File: config.mk
export PLATFORM = sky130hd
export DESIGN_NAME = sorted_linked_table_with_free_list_top
export DESIGN_NICKNAME = d
export VERILOG_FILES = /design/src/slt_pkg.sv /design/src/slt_store.sv /design/src/sorted_linked_table_with_free_list_top.sv
export SDC_FILE = /design/constraint.sdc
export NUM_CORES = 2
export LEC_CHECK = 0
export ABC_AREA = 0
export BUFFER_PORTS_ARGS = -buffer_cell sky130_fd_sc_hd__buf_4
export CAP_MARGIN = 25
export CORE_ASPECT_RATIO = 1.25
export CORE_UTILIZATION = 40
export CTS_BUF_LIST = sky130_fd_sc_hd__clkbuf_8 sky130_fd_sc_hd__clkbuf_16
export DETAILED_ROUTE_END_ITERATION = 16
export HOLD_SLACK_MARGIN = 0.03
export PLACE_DENSITY_LB_ADDON = 0.12
export SETUP_SLACK_MARGIN = 0.05
export SLEW_MARGIN = 40
export SYNTH_ARGS = -nofsm -noshare
export SYNTH_HDL_FRONTEND = slang
export SYNTH_SLANG_ARGS = --single-unit
File: constraint.sdc
create_clock -name clk -period 9.97 [get_ports clk]
set_clock_uncertainty 0.1 [all_clocks]
set_input_delay 0.4985 -clock clk [delete_from_list [all_inputs] [get_ports clk]]
set_output_delay 0.4985 -clock clk [all_outputs]
set_load 0.01 [all_outputs]
File: src/slt_pkg.sv
// shared constants, types and state codes of the sorted linked table
package slt_pkg;

  localparam int SLOT_COUNT = 64;
  localparam int SLOT_W     = $clog2(SLOT_COUNT);
  localparam int LINK_W     = $clog2(SLOT_COUNT + 1);
  localparam int COUNT_W    = $clog2(SLOT_COUNT + 1);
  localparam int KEY_W      = 32;

  localparam logic [LINK_W-1:0] NO_SLOT = LINK_W'(SLOT_COUNT);

  typedef enum logic [0:0] {
    FUNC_INSERT = 1'b0,
    FUNC_DELETE = 1'b1
  } func_t;

  typedef enum logic [1:0] {
    STAT_DONE      = 2'd0,
    STAT_FULL      = 2'd1,
    STAT_NOT_FOUND = 2'd2
  } status_t;

  typedef enum logic [2:0] {
    ST_IDLE,
    ST_START,
    ST_WALK,
    ST_LINK1,
    ST_LINK2,
    ST_OUT
  } state_t;

  typedef struct packed {
    logic                    key_we;
    logic [SLOT_W-1:0]       key_addr;
    logic signed [KEY_W-1:0] key_data;
    logic                    link_we;
    logic [SLOT_W-1:0]       link_addr;
    logic [LINK_W-1:0]       link_data;
  } wr_req_t;

  function automatic logic is_slot(input logic [LINK_W-1:0] s);
    return s < NO_SLOT;
  endfunction

endpackage

File: src/slt_store.sv
// key and link memories with one registered read port and one write port each
module slt_store (
  input  logic                                    clk,
  input  logic                                    rst,
  input  logic [slt_pkg::SLOT_W-1:0]              rd_addr,
  input  slt_pkg::wr_req_t                        wr,
  output logic signed [slt_pkg::KEY_W-1:0]        key_q,
  output logic [slt_pkg::LINK_W-1:0]              link_q
);

  logic signed [slt_pkg::KEY_W-1:0] key_mem  [slt_pkg::SLOT_COUNT];
  logic [slt_pkg::LINK_W-1:0]       link_mem [slt_pkg::SLOT_COUNT];
  logic [slt_pkg::SLOT_COUNT-1:0]   link_ok;

  always_ff @(posedge clk) begin
    if (wr.key_we) begin
      key_mem[wr.key_addr] <= wr.key_data;
    end
    if (wr.link_we) begin
      link_mem[wr.link_addr] <= wr.link_data;
    end
    key_q <= key_mem[rd_addr];
    // untouched entries read as the initial free chain
    link_q <= link_ok[rd_addr] ? link_mem[rd_addr]
                               : slt_pkg::LINK_W'(rd_addr) + slt_pkg::LINK_W'(1);
  end

  always_ff @(posedge clk) begin
    if (rst) begin
      link_ok <= '0;
    end else if (wr.link_we) begin
      link_ok[wr.link_addr] <= 1'b1;
    end
  end

endmodule

File: src/sorted_linked_table_with_free_list_top.sv
// sorted linked table with free list: control sequencer and result register
//
// channel | signals                              | direction
// --------+--------------------------------------+----------
// in      | in_valid in_ready func key_value     | to block
// out     | out_valid out_ready status slot_used | from block
//         | element_count                        |
//
// one transaction at a time: an accepted transaction steps through start, a walk over
// the list entries (at most SLOT_COUNT, one per memory read of the key/link port), link1,
// link2 and out for an insert or delete that succeeds; a delete that misses skips the
// link steps, and a full-pool insert goes straight to out.
// the link memory reads as the initial free chain until written.
// the next input is taken while a result waits; a stalled result holds the
// sequencer in its last step.
module sorted_linked_table_with_free_list_top (
  input  logic                              clk,
  input  logic                              rst,
  input  logic                              in_valid,
  output logic                              in_ready,
  input  logic                              func,
  input  logic signed [slt_pkg::KEY_W-1:0]  key_value,
  output logic                              out_valid,
  input  logic                              out_ready,
  output logic [1:0]                        status,
  output logic [5:0]                        slot_used,
  output logic [6:0]                        element_count
);

  slt_pkg::state_t                   state, state_next;
  slt_pkg::func_t                    func_r, func_r_next;
  logic signed [slt_pkg::KEY_W-1:0]  key_r, key_r_next;
  logic [slt_pkg::LINK_W-1:0]        here, here_next;
  logic [slt_pkg::LINK_W-1:0]        prev, prev_next;
  logic [slt_pkg::LINK_W-1:0]        after, after_next;
  logic [slt_pkg::LINK_W-1:0]        free_next, free_next_next;
  logic [slt_pkg::LINK_W-1:0]        free_head, free_head_next;
  logic [slt_pkg::LINK_W-1:0]        list_head, list_head_next;
  logic [slt_pkg::COUNT_W-1:0]       count, count_next;
  slt_pkg::status_t                  res_status, res_status_next;
  logic [slt_pkg::SLOT_W-1:0]        res_slot, res_slot_next;
  logic                              out_valid_next;
  logic [1:0]                        status_next;
  logic [5:0]                        slot_used_next;
  logic [6:0]                        element_count_next;

  logic [slt_pkg::SLOT_W-1:0]        rd_addr;
  slt_pkg::wr_req_t                  wr;
  logic signed [slt_pkg::KEY_W-1:0]  key_q;
  logic [slt_pkg::LINK_W-1:0]        link_q;
  logic [slt_pkg::LINK_W-1:0]        relink;

  slt_store u_store (
    .clk     (clk),
    .rst     (rst),
    .rd_addr (rd_addr),
    .wr      (wr),
    .key_q   (key_q),
    .link_q  (link_q)
  );

  always_ff @(posedge clk) begin
    if (rst) begin
      state         <= slt_pkg::ST_IDLE;
      free_head     <= '0;
      list_head     <= slt_pkg::NO_SLOT;
      count         <= '0;
      out_valid     <= 1'b0;
    end else begin
      state         <= state_next;
      free_head     <= free_head_next;
      list_head     <= list_head_next;
      count         <= count_next;
      out_valid     <= out_valid_next;
    end
  end

  always_ff @(posedge clk) begin
    func_r        <= func_r_next;
    key_r         <= key_r_next;
    here          <= here_next;
    prev          <= prev_next;
    after         <= after_next;
    free_next     <= free_next_next;
    res_status    <= res_status_next;
    res_slot      <= res_slot_next;
    status        <= status_next;
    slot_used     <= slot_used_next;
    element_count <= element_count_next;
  end

  always_comb begin
    state_next         = state;
    func_r_next        = func_r;
    key_r_next         = key_r;
    here_next          = here;
    prev_next          = prev;
    after_next         = after;
    free_next_next     = free_next;
    free_head_next     = free_head;
    list_head_next     = list_head;
    count_next         = count;
    res_status_next    = res_status;
    res_slot_next      = res_slot;
    out_valid_next     = out_valid;
    status_next        = status;
    slot_used_next     = slot_used;
    element_count_next = element_count;
    in_ready           = 1'b0;
    rd_addr            = slt_pkg::SLOT_W'(free_head);
    wr                 = '0;
    relink             = (func_r == slt_pkg::FUNC_INSERT) ? free_head : after;

    if (out_valid && out_ready) begin
      out_valid_next = 1'b0;
    end

    unique case (state)
      slt_pkg::ST_IDLE: begin
        in_ready = 1'b1;
        rd_addr  = slt_pkg::SLOT_W'(free_head);
        if (in_valid) begin
          func_r_next = slt_pkg::func_t'(func);
          key_r_next  = key_value;
          here_next   = list_head;
          prev_next   = slt_pkg::NO_SLOT;
          if (func == slt_pkg::FUNC_INSERT && !slt_pkg::is_slot(free_head)) begin
            res_status_next = slt_pkg::STAT_FULL;
            res_slot_next   = '0;
            state_next      = slt_pkg::ST_OUT;
          end else begin
            state_next = slt_pkg::ST_START;
          end
        end
      end

      slt_pkg::ST_START: begin
        // link of the free head arrives now
        free_next_next = link_q;
        rd_addr        = slt_pkg::SLOT_W'(list_head);
        if (slt_pkg::is_slot(list_head)) begin
          state_next = slt_pkg::ST_WALK;
        end else if (func_r == slt_pkg::FUNC_INSERT) begin
          state_next = slt_pkg::ST_LINK1;
        end else begin
          res_status_next = slt_pkg::STAT_NOT_FOUND;
          res_slot_next   = '0;
          state_next      = slt_pkg::ST_OUT;
        end
      end

      slt_pkg::ST_WALK: begin
        rd_addr = slt_pkg::SLOT_W'(link_q);
        if (key_q < key_r) begin
          prev_next = here;
          here_next = link_q;
          if (!slt_pkg::is_slot(link_q)) begin
            if (func_r == slt_pkg::FUNC_INSERT) begin
              state_next = slt_pkg::ST_LINK1;
            end else begin
              res_status_next = slt_pkg::STAT_NOT_FOUND;
              res_slot_next   = '0;
              state_next      = slt_pkg::ST_OUT;
            end
          end
        end else begin
          after_next = link_q;
          if (func_r == slt_pkg::FUNC_INSERT || key_q == key_r) begin
            state_next = slt_pkg::ST_LINK1;
          end else begin
            res_status_next = slt_pkg::STAT_NOT_FOUND;
            res_slot_next   = '0;
            state_next      = slt_pkg::ST_OUT;
          end
        end
      end

      slt_pkg::ST_LINK1: begin
        wr.link_we = 1'b1;
        if (func_r == slt_pkg::FUNC_INSERT) begin
          wr.key_we    = 1'b1;
          wr.key_addr  = slt_pkg::SLOT_W'(free_head);
          wr.key_data  = key_r;
          wr.link_addr = slt_pkg::SLOT_W'(free_head);
          wr.link_data = here;
        end else begin
          wr.link_addr = slt_pkg::SLOT_W'(here);
          wr.link_data = free_head;
        end
        state_next = slt_pkg::ST_LINK2;
      end

      slt_pkg::ST_LINK2: begin
        if (slt_pkg::is_slot(prev)) begin
          wr.link_we   = 1'b1;
          wr.link_addr = slt_pkg::SLOT_W'(prev);
          wr.link_data = relink;
        end else begin
          list_head_next = relink;
        end
        res_status_next = slt_pkg::STAT_DONE;
        if (func_r == slt_pkg::FUNC_INSERT) begin
          res_slot_next  = slt_pkg::SLOT_W'(free_head);
          free_head_next = free_next;
          count_next     = count + slt_pkg::COUNT_W'(1);
        end else begin
          res_slot_next  = slt_pkg::SLOT_W'(here);
          free_head_next = here;
          count_next     = count - slt_pkg::COUNT_W'(1);
        end
        state_next = slt_pkg::ST_OUT;
      end

      slt_pkg::ST_OUT: begin
        if (!out_valid || out_ready) begin
          out_valid_next     = 1'b1;
          status_next        = res_status;
          slot_used_next     = 6'(res_slot);
          element_count_next = 7'(count);
          state_next         = slt_pkg::ST_IDLE;
        end
      end

      default: begin
        state_next = slt_pkg::ST_IDLE;
      end
    endcase
  end

endmodule

; Word level (Yosys, flattened, before mapping)
; Memory sizes are Yosys's and may differ from the RTL's. A register that Yosys moved wholly into a read port is not among the register bits.
; Cells that the tools add are included.
[word_totals]
ff_bits = 180
mem_bits_rw = 2496
input_bits = 37
output_inout_bits = 17
word_cells = 120
n_memories = 2
[classes]
addsub = 3
order_cmp = 8
eq_ne = 13
muxes = 54
bitwise_logic = 5
n_reduce_logical = 17
[memory_table]
columns = name, words, word_bits, read_ports, rd_ports_with_merged_regs, wr, line
row1 = u_store.key_mem, 64, 32, 1, 1, 1, slt_store.sv:11  ; logic signed [slt_pkg::KEY_W-1:0] key_mem [slt_pkg::SLOT_COUNT];
row2 = u_store.link_mem, 64, 7, 1, 0, 1, slt_store.sv:12  ; logic [slt_pkg::LINK_W-1:0] link_mem [slt_pkg::SLOT_COUNT];
[op_table]
columns = cell, n
row1 = 39-bit two-way mux, 2
row2 = 64-bit OR, 1
row3 = 7-bit two-way mux, 8
row4 = 6-bit two-way mux, 8
row5 = 32-bit == test, 1
row6 = 32-bit < comparator, 1
row7 = 7-bit < comparator (second input constant), 4
row8 = 14-bit one-hot mux with 2 select lines, 1
row9 = 7-bit one-hot mux with 2 select lines, 2
row10 = 3-bit two-way mux, 8
row11 = 6-bit one-hot mux with 4 select lines, 1
row12 = 3-bit one-hot mux with 6 select lines, 1
row13 = 6-bit by 7-bit < comparator with 1-bit output (second input constant), 2
row14 = 14-bit two-way mux, 1
row15 = 2-bit two-way mux, 7
row16 = 13-bit two-way mux, 1
row17 = 6-bit one-hot mux with 2 select lines, 1
row18 = 1-bit two-way mux, 10
row19 = 2-bit inequality test (second input constant), 5
row20 = 2-bit one-hot mux with 4 select lines, 1
row21 = 2-bit AND reduction, 4
row22 = 6-bit by 1-bit adder with 7-bit output (second input constant), 1
row23 = 7-bit by 1-bit adder with 7-bit output (second input constant), 1
row24 = 7-bit by 1-bit subtractor with 7-bit output (second input constant), 1
row25 = other kinds (16), 27

; Longest topological paths before layout
[logic_depth]
depth_word = 8
mapped_depth = 16
mapped_depth_nobuf = 11

; By module
; Synthesis repeated with hierarchy kept, for this count alone.
[hier_totals]
cells_unflattened = 4817
hier_area_um2 = 104446.4
[modules_own_cells]
columns = module, instances, cells_per_inst, area_per_inst_um2, seq_area_each_um2
row1 = slt_store, 1, 4280, 98839.8, 77013.9
row2 = sorted_linked_table_with_free_list_top, 1, 537, 5606.6, 3022.9

; Worst setup path before layout
; Ideal clock, no wire load.
[synth_path]
path_kind = register -> register
startpoint = register func_r
endpoint = memory u_store.key_mem[0][20] (netlist bit), data pin
setup_time_ns = 0.680
arrival_time_ns = 4.113
required_time_ns = 9.190
setup_slack_ns = 5.077
stages_incl_launch_ff = 7
n_path_buf = 5
period_less_slack_ns = 4.893
path_cell_list = edfxtp_1 -> clkbuf_1 -> clkbuf_1 -> buf_1 -> clkbuf_1 -> clkbuf_1 -> nor3_1
[synth_lines]
columns = item, line
row1 = from (decl), sorted_linked_table_with_free_list_top.sv:31  ; slt_pkg::func_t func_r, func_r_next;
row2 = from (signal assigned), sorted_linked_table_with_free_list_top.sv:79  ; func_r <= func_r_next;
row3 = to (decl), slt_store.sv:11

; Final worst setup path
[layout_path]
startpoint = register state[1]
endpoint = register u_store.key_q[29] (netlist bit) (read register of u_store.key_mem)
[layout_via]
elab_chain_len = 2
elab_cells_between_ends = 3
classes_between = 2 x eq/ne / 1 x mux
[layout_lines]
columns = item, line
row1 = from (decl), sorted_linked_table_with_free_list_top.sv:30  ; slt_pkg::state_t state, state_next;
row2 = from (signal assigned), sorted_linked_table_with_free_list_top.sv:64  ; state <= slt_pkg::ST_IDLE;
row3 = from (signal assigned), sorted_linked_table_with_free_list_top.sv:70  ; state <= state_next;
row4 = 3-bit by 2-bit == test with 1-bit output / 3-bit by 1-bit == test with 1-bit output (equally long branches), sorted_linked_table_with_free_list_top.sv:118  ; unique case (state)
row5 = 6-bit one-hot mux with 2 select lines *, sorted_linked_table_with_free_list_top.sv:118
row6 = to (decl), slt_store.sv:7  ; output logic signed [slt_pkg::KEY_W-1:0] key_q,
; Mark *: on every way between the ends. The rest lies on a longest branch, timed or not.
; A chain may end at the register's enable or synchronous reset.

==> run_results.csv <==
group,metric,value,unit
place,place.gp.congestion,0.837,
floorplanning,initial_core_util,0.402,
cts,clk_pin_slew,60,ps
floorplanning,die-area,273000,µm²
setup_path,worstPathArrival,7170,ps
drt,detail_route.wirelength,362,mm
cts,postCtsHoldBufs,36,
sta,period_minus_slack,6460,ps
global_route,grt_util_met3,0.0347,
sta,fin_crit_sh,0.648,
yosys,synth_top_cell_area_share,0.716,
sta,hold_slack,221,ps
floorplanning,io_pins,54,
yosys,synth_edf_count,2580,
yosys,synth-seq-cells,2708,
cts,postCtsSetupRepairBufs,0,
setup_path,cpPeakStageDelay,840,ps
yosys,post_synth_num_cell_types,78,
place,portBuffers,53,
yosys,syn_inst,8219,
setup_path,critical_path.most_common_cell,"a311oi_1",
setup_path,path_buf_inv,5,
global_route,top_usage_layer,"met2",
global_route,grt_pass1_vias,67700,
drt,num_vias,71100,
cts,clk_path_buf_depth,4,
global_route,antenna_found_initial,10,
cts,clockRootBuffer,"clkbuf_16",
run_status,status,"complete, no violations",
pwr,finalPower,35.6,mW
finish,drive_gt1_frac,0.105,
global_route,gr-total-overflow,0,
global_route,grtUsageTotal,0.261,
global_route,grt_max_degree,172,
cts,cts_inserted_buffers,283,
setup_path,cp-end-kind,"register",
place,place_hpwl,196,mm
drt,drcViolationCount,0,
drt,drtIter0Drc,7517,
yosys,synthTopCellsByArea,"edfxtp_1 (72%), nand2_1 (6.8%), nand3_1 (3.6%)",
floorplanning,core-area,269000,µm²
setup_path,r2r_slack,3510,ps
finish,layout.nets,8322,
setup_path,slowest_stage,"dfxtp_1",
sta,setup_tns,0,ps
setup_path,crit_type,"reg -> reg",
setup_path,start_kind,"register",
sta,fmax,155,MHz
sta,finalSetupViolations,0,
cts,cts_tree,"yes",
yosys,avgSynthCellArea,13.2,µm²
yosys,yosys_warnings,0,
floorplanning,die_width,467,µm
setup_path,cp_max_fo,133,
drt,dr.pass1.iters,8,
floorplanning,die_h,583,µm
setup_path,crit_family,"buffers and inverters",
sta,rsz0062_at_grt,"no",
finish,fin_area,123000,µm²
pwr,powerDensity,289,nW/µm²
drt,drtAntennaViolNets,0,
yosys,ys_seq_area_frac,0.740,
yosys,yosysTopAreaCell,"edfxtp_1",
global_route,grt_use_met2,0.432,
sta,drv_slew,0,
global_route,grt_first_pass_wirelength,511,mm
place,dpl_cell_area,114000,µm²
yosys,syn_nets,8295,
yosys,synth_area,108000,µm²
setup_path,critPathRequiredTime,10680,ps
sta,tightest_slew,960,ps
pwr,power.leakage,40.1,nW
finish,fill_cells,24000,
drt,wl_per_cell,30.1,µm
pwr,peakVddDrop,0.000281,V
finish,final_util,0.458,
floorplanning,fp-row-count,213,
yosys,yosysMostFrequentCell,"edfxtp_1",
flow_run,maxCapViolCount,0,
cts,worstSkewPairLatency,900,ps
setup_path,crit_chain,"or3b_4, inv_2, nor2_1, a21oi_4, buf_4, inv_8, buf_12, buf_6, a211oi_1, a311oi_1, a311oi_1, nor3_1, a21oi_1, o21ai_1",
sta,slew_headroom,0.355,
yosys,ys_top_cells_by_count,"edfxtp_1 (2580), nand2_1 (1965), nand3_1 (787), a311oi_1 (409), clkbuf_1 (394)",
yosys,synth_ff_type,"edfxtp_1",
cts,cts_sinks,2708,
drt,viasPerCell,5.91,
cts,cts_resized,0,
sta,hold_viol,0,
global_route,use_met1,0.346,
cts,htree_levels,5,
hold_path,hp-class,"in -> reg",
yosys,async_reset_ff_frac,0,
finish,synthToLayoutAreaGrowth,13.9,%
[worst paths after layout]
| path | startpoint | endpoint | cells past startpoint |
|---|---|---|---|
| worst max-delay path | state[1]$_SDFFE_PP0P_ | u_store.key_q[29]$_DFF_P_ | 14 |
| worst min-delay path | key_value[18] | key_r[18]$_DFFE_PP_ | 2 |
| worst min register to register | count[2]$_SDFFE_PP0N_ | element_count[2]$_DFFE_PP_ | 0 |
| worst max register to register | state[1]$_SDFFE_PP0P_ | u_store.key_q[29]$_DFF_P_ | 14 |
[where the power goes]
group / total [mW] / internal [mW] / leakage [nW] / switching (mW)
clock: 10.1 / 5.66 / 4.52 / 4.45
sequential: 13.0 / 12.7 / 22.3 / 0.259
combinational: 12.5 / 3.53 / 13.3 / 8.99
total: 35.6 / 21.9 / 40.1 / 13.7
[per-stage QoR]
| stage | setup slack [ps] | cells |
|---|---|---|
| floorplan | 5080 | 8219 |
| global placement | 2690 | 11400 |
| detailed placement | 3490 | 11500 |
| CTS | 3530 | 12000 |
| global route | 3440 | 12000 |
| finish | 3510 | 12000 |
[layout make-up]
type | count | area (µm²) | share of cell area
repair buffers | 353 | 3340 | 0.0271
clock buffers | 304 | 7440 | 0.0604
diodes | 8 | 20.0 | 0.000162
clock inverters | 197 | 1230 | 0.00998
multi-input cells | 4855 | 26500 | 0.215
well taps | 3547 | 4440 | 0.0360
inverters | 45 | 184 | 0.00149
flip-flops and latches | 2708 | 80000 | 0.650
[metal layers]
metal  wire length [µm]  vias to the layer above
li1                   -                    31000
met1             148000                    36700
met2             175000                     2771
met3              22900                      617
met4              15300                        0
met5                  0                        -
[flip-flops by register name, indices dropped and copies added, names as in the netlist, 32 cells and up]
signal,flops
u_store.link_mem,448
key_r,32
u_store.key_q,32
u_store.key_mem,2048
u_store.link_ok,64
[placed cells by master, fill, tap and decap left out, drive strengths merged, types with 13 or more instances in the layout]
master          n
buf           316
and2           13
clkinvlp       13
nor2          314
nand3         787
clkinv         89
a31oi          96
o21ai          88
a21o           18
mux2i          67
ha             38
nand2        1966
inv           129
nor3          125
clkbuf        305
dlygate4sd3    36
and3          274
a21oi         165
dfxtp         128
a311oi        409
edfxtp       2580
o221ai         17
nor4           13
a211oi        316
[worst reg2reg max path, delay by kind of cell, from the launching register on]
kind / cells / cell delay, ps
compound gates: 6 / 1230
buf+inv: 5 / 2510
flops: 1 / 840
simple gates: 3 / 1730
[cell families after synthesis]
logic type                 Yosys count  share of synthesized area
AOI/OAI and AO/OA                 1191                     0.0810
buffers and inverters              656                     0.0249
and+or+nand+nor                   3543                      0.142
DFF                               2708                      0.740
muxes                               72                    0.00682
adders and majority gates           39                    0.00458
xor gates and xnor gates            10                   0.000810
Note: power is estimated with default switching activity, not from simulation.
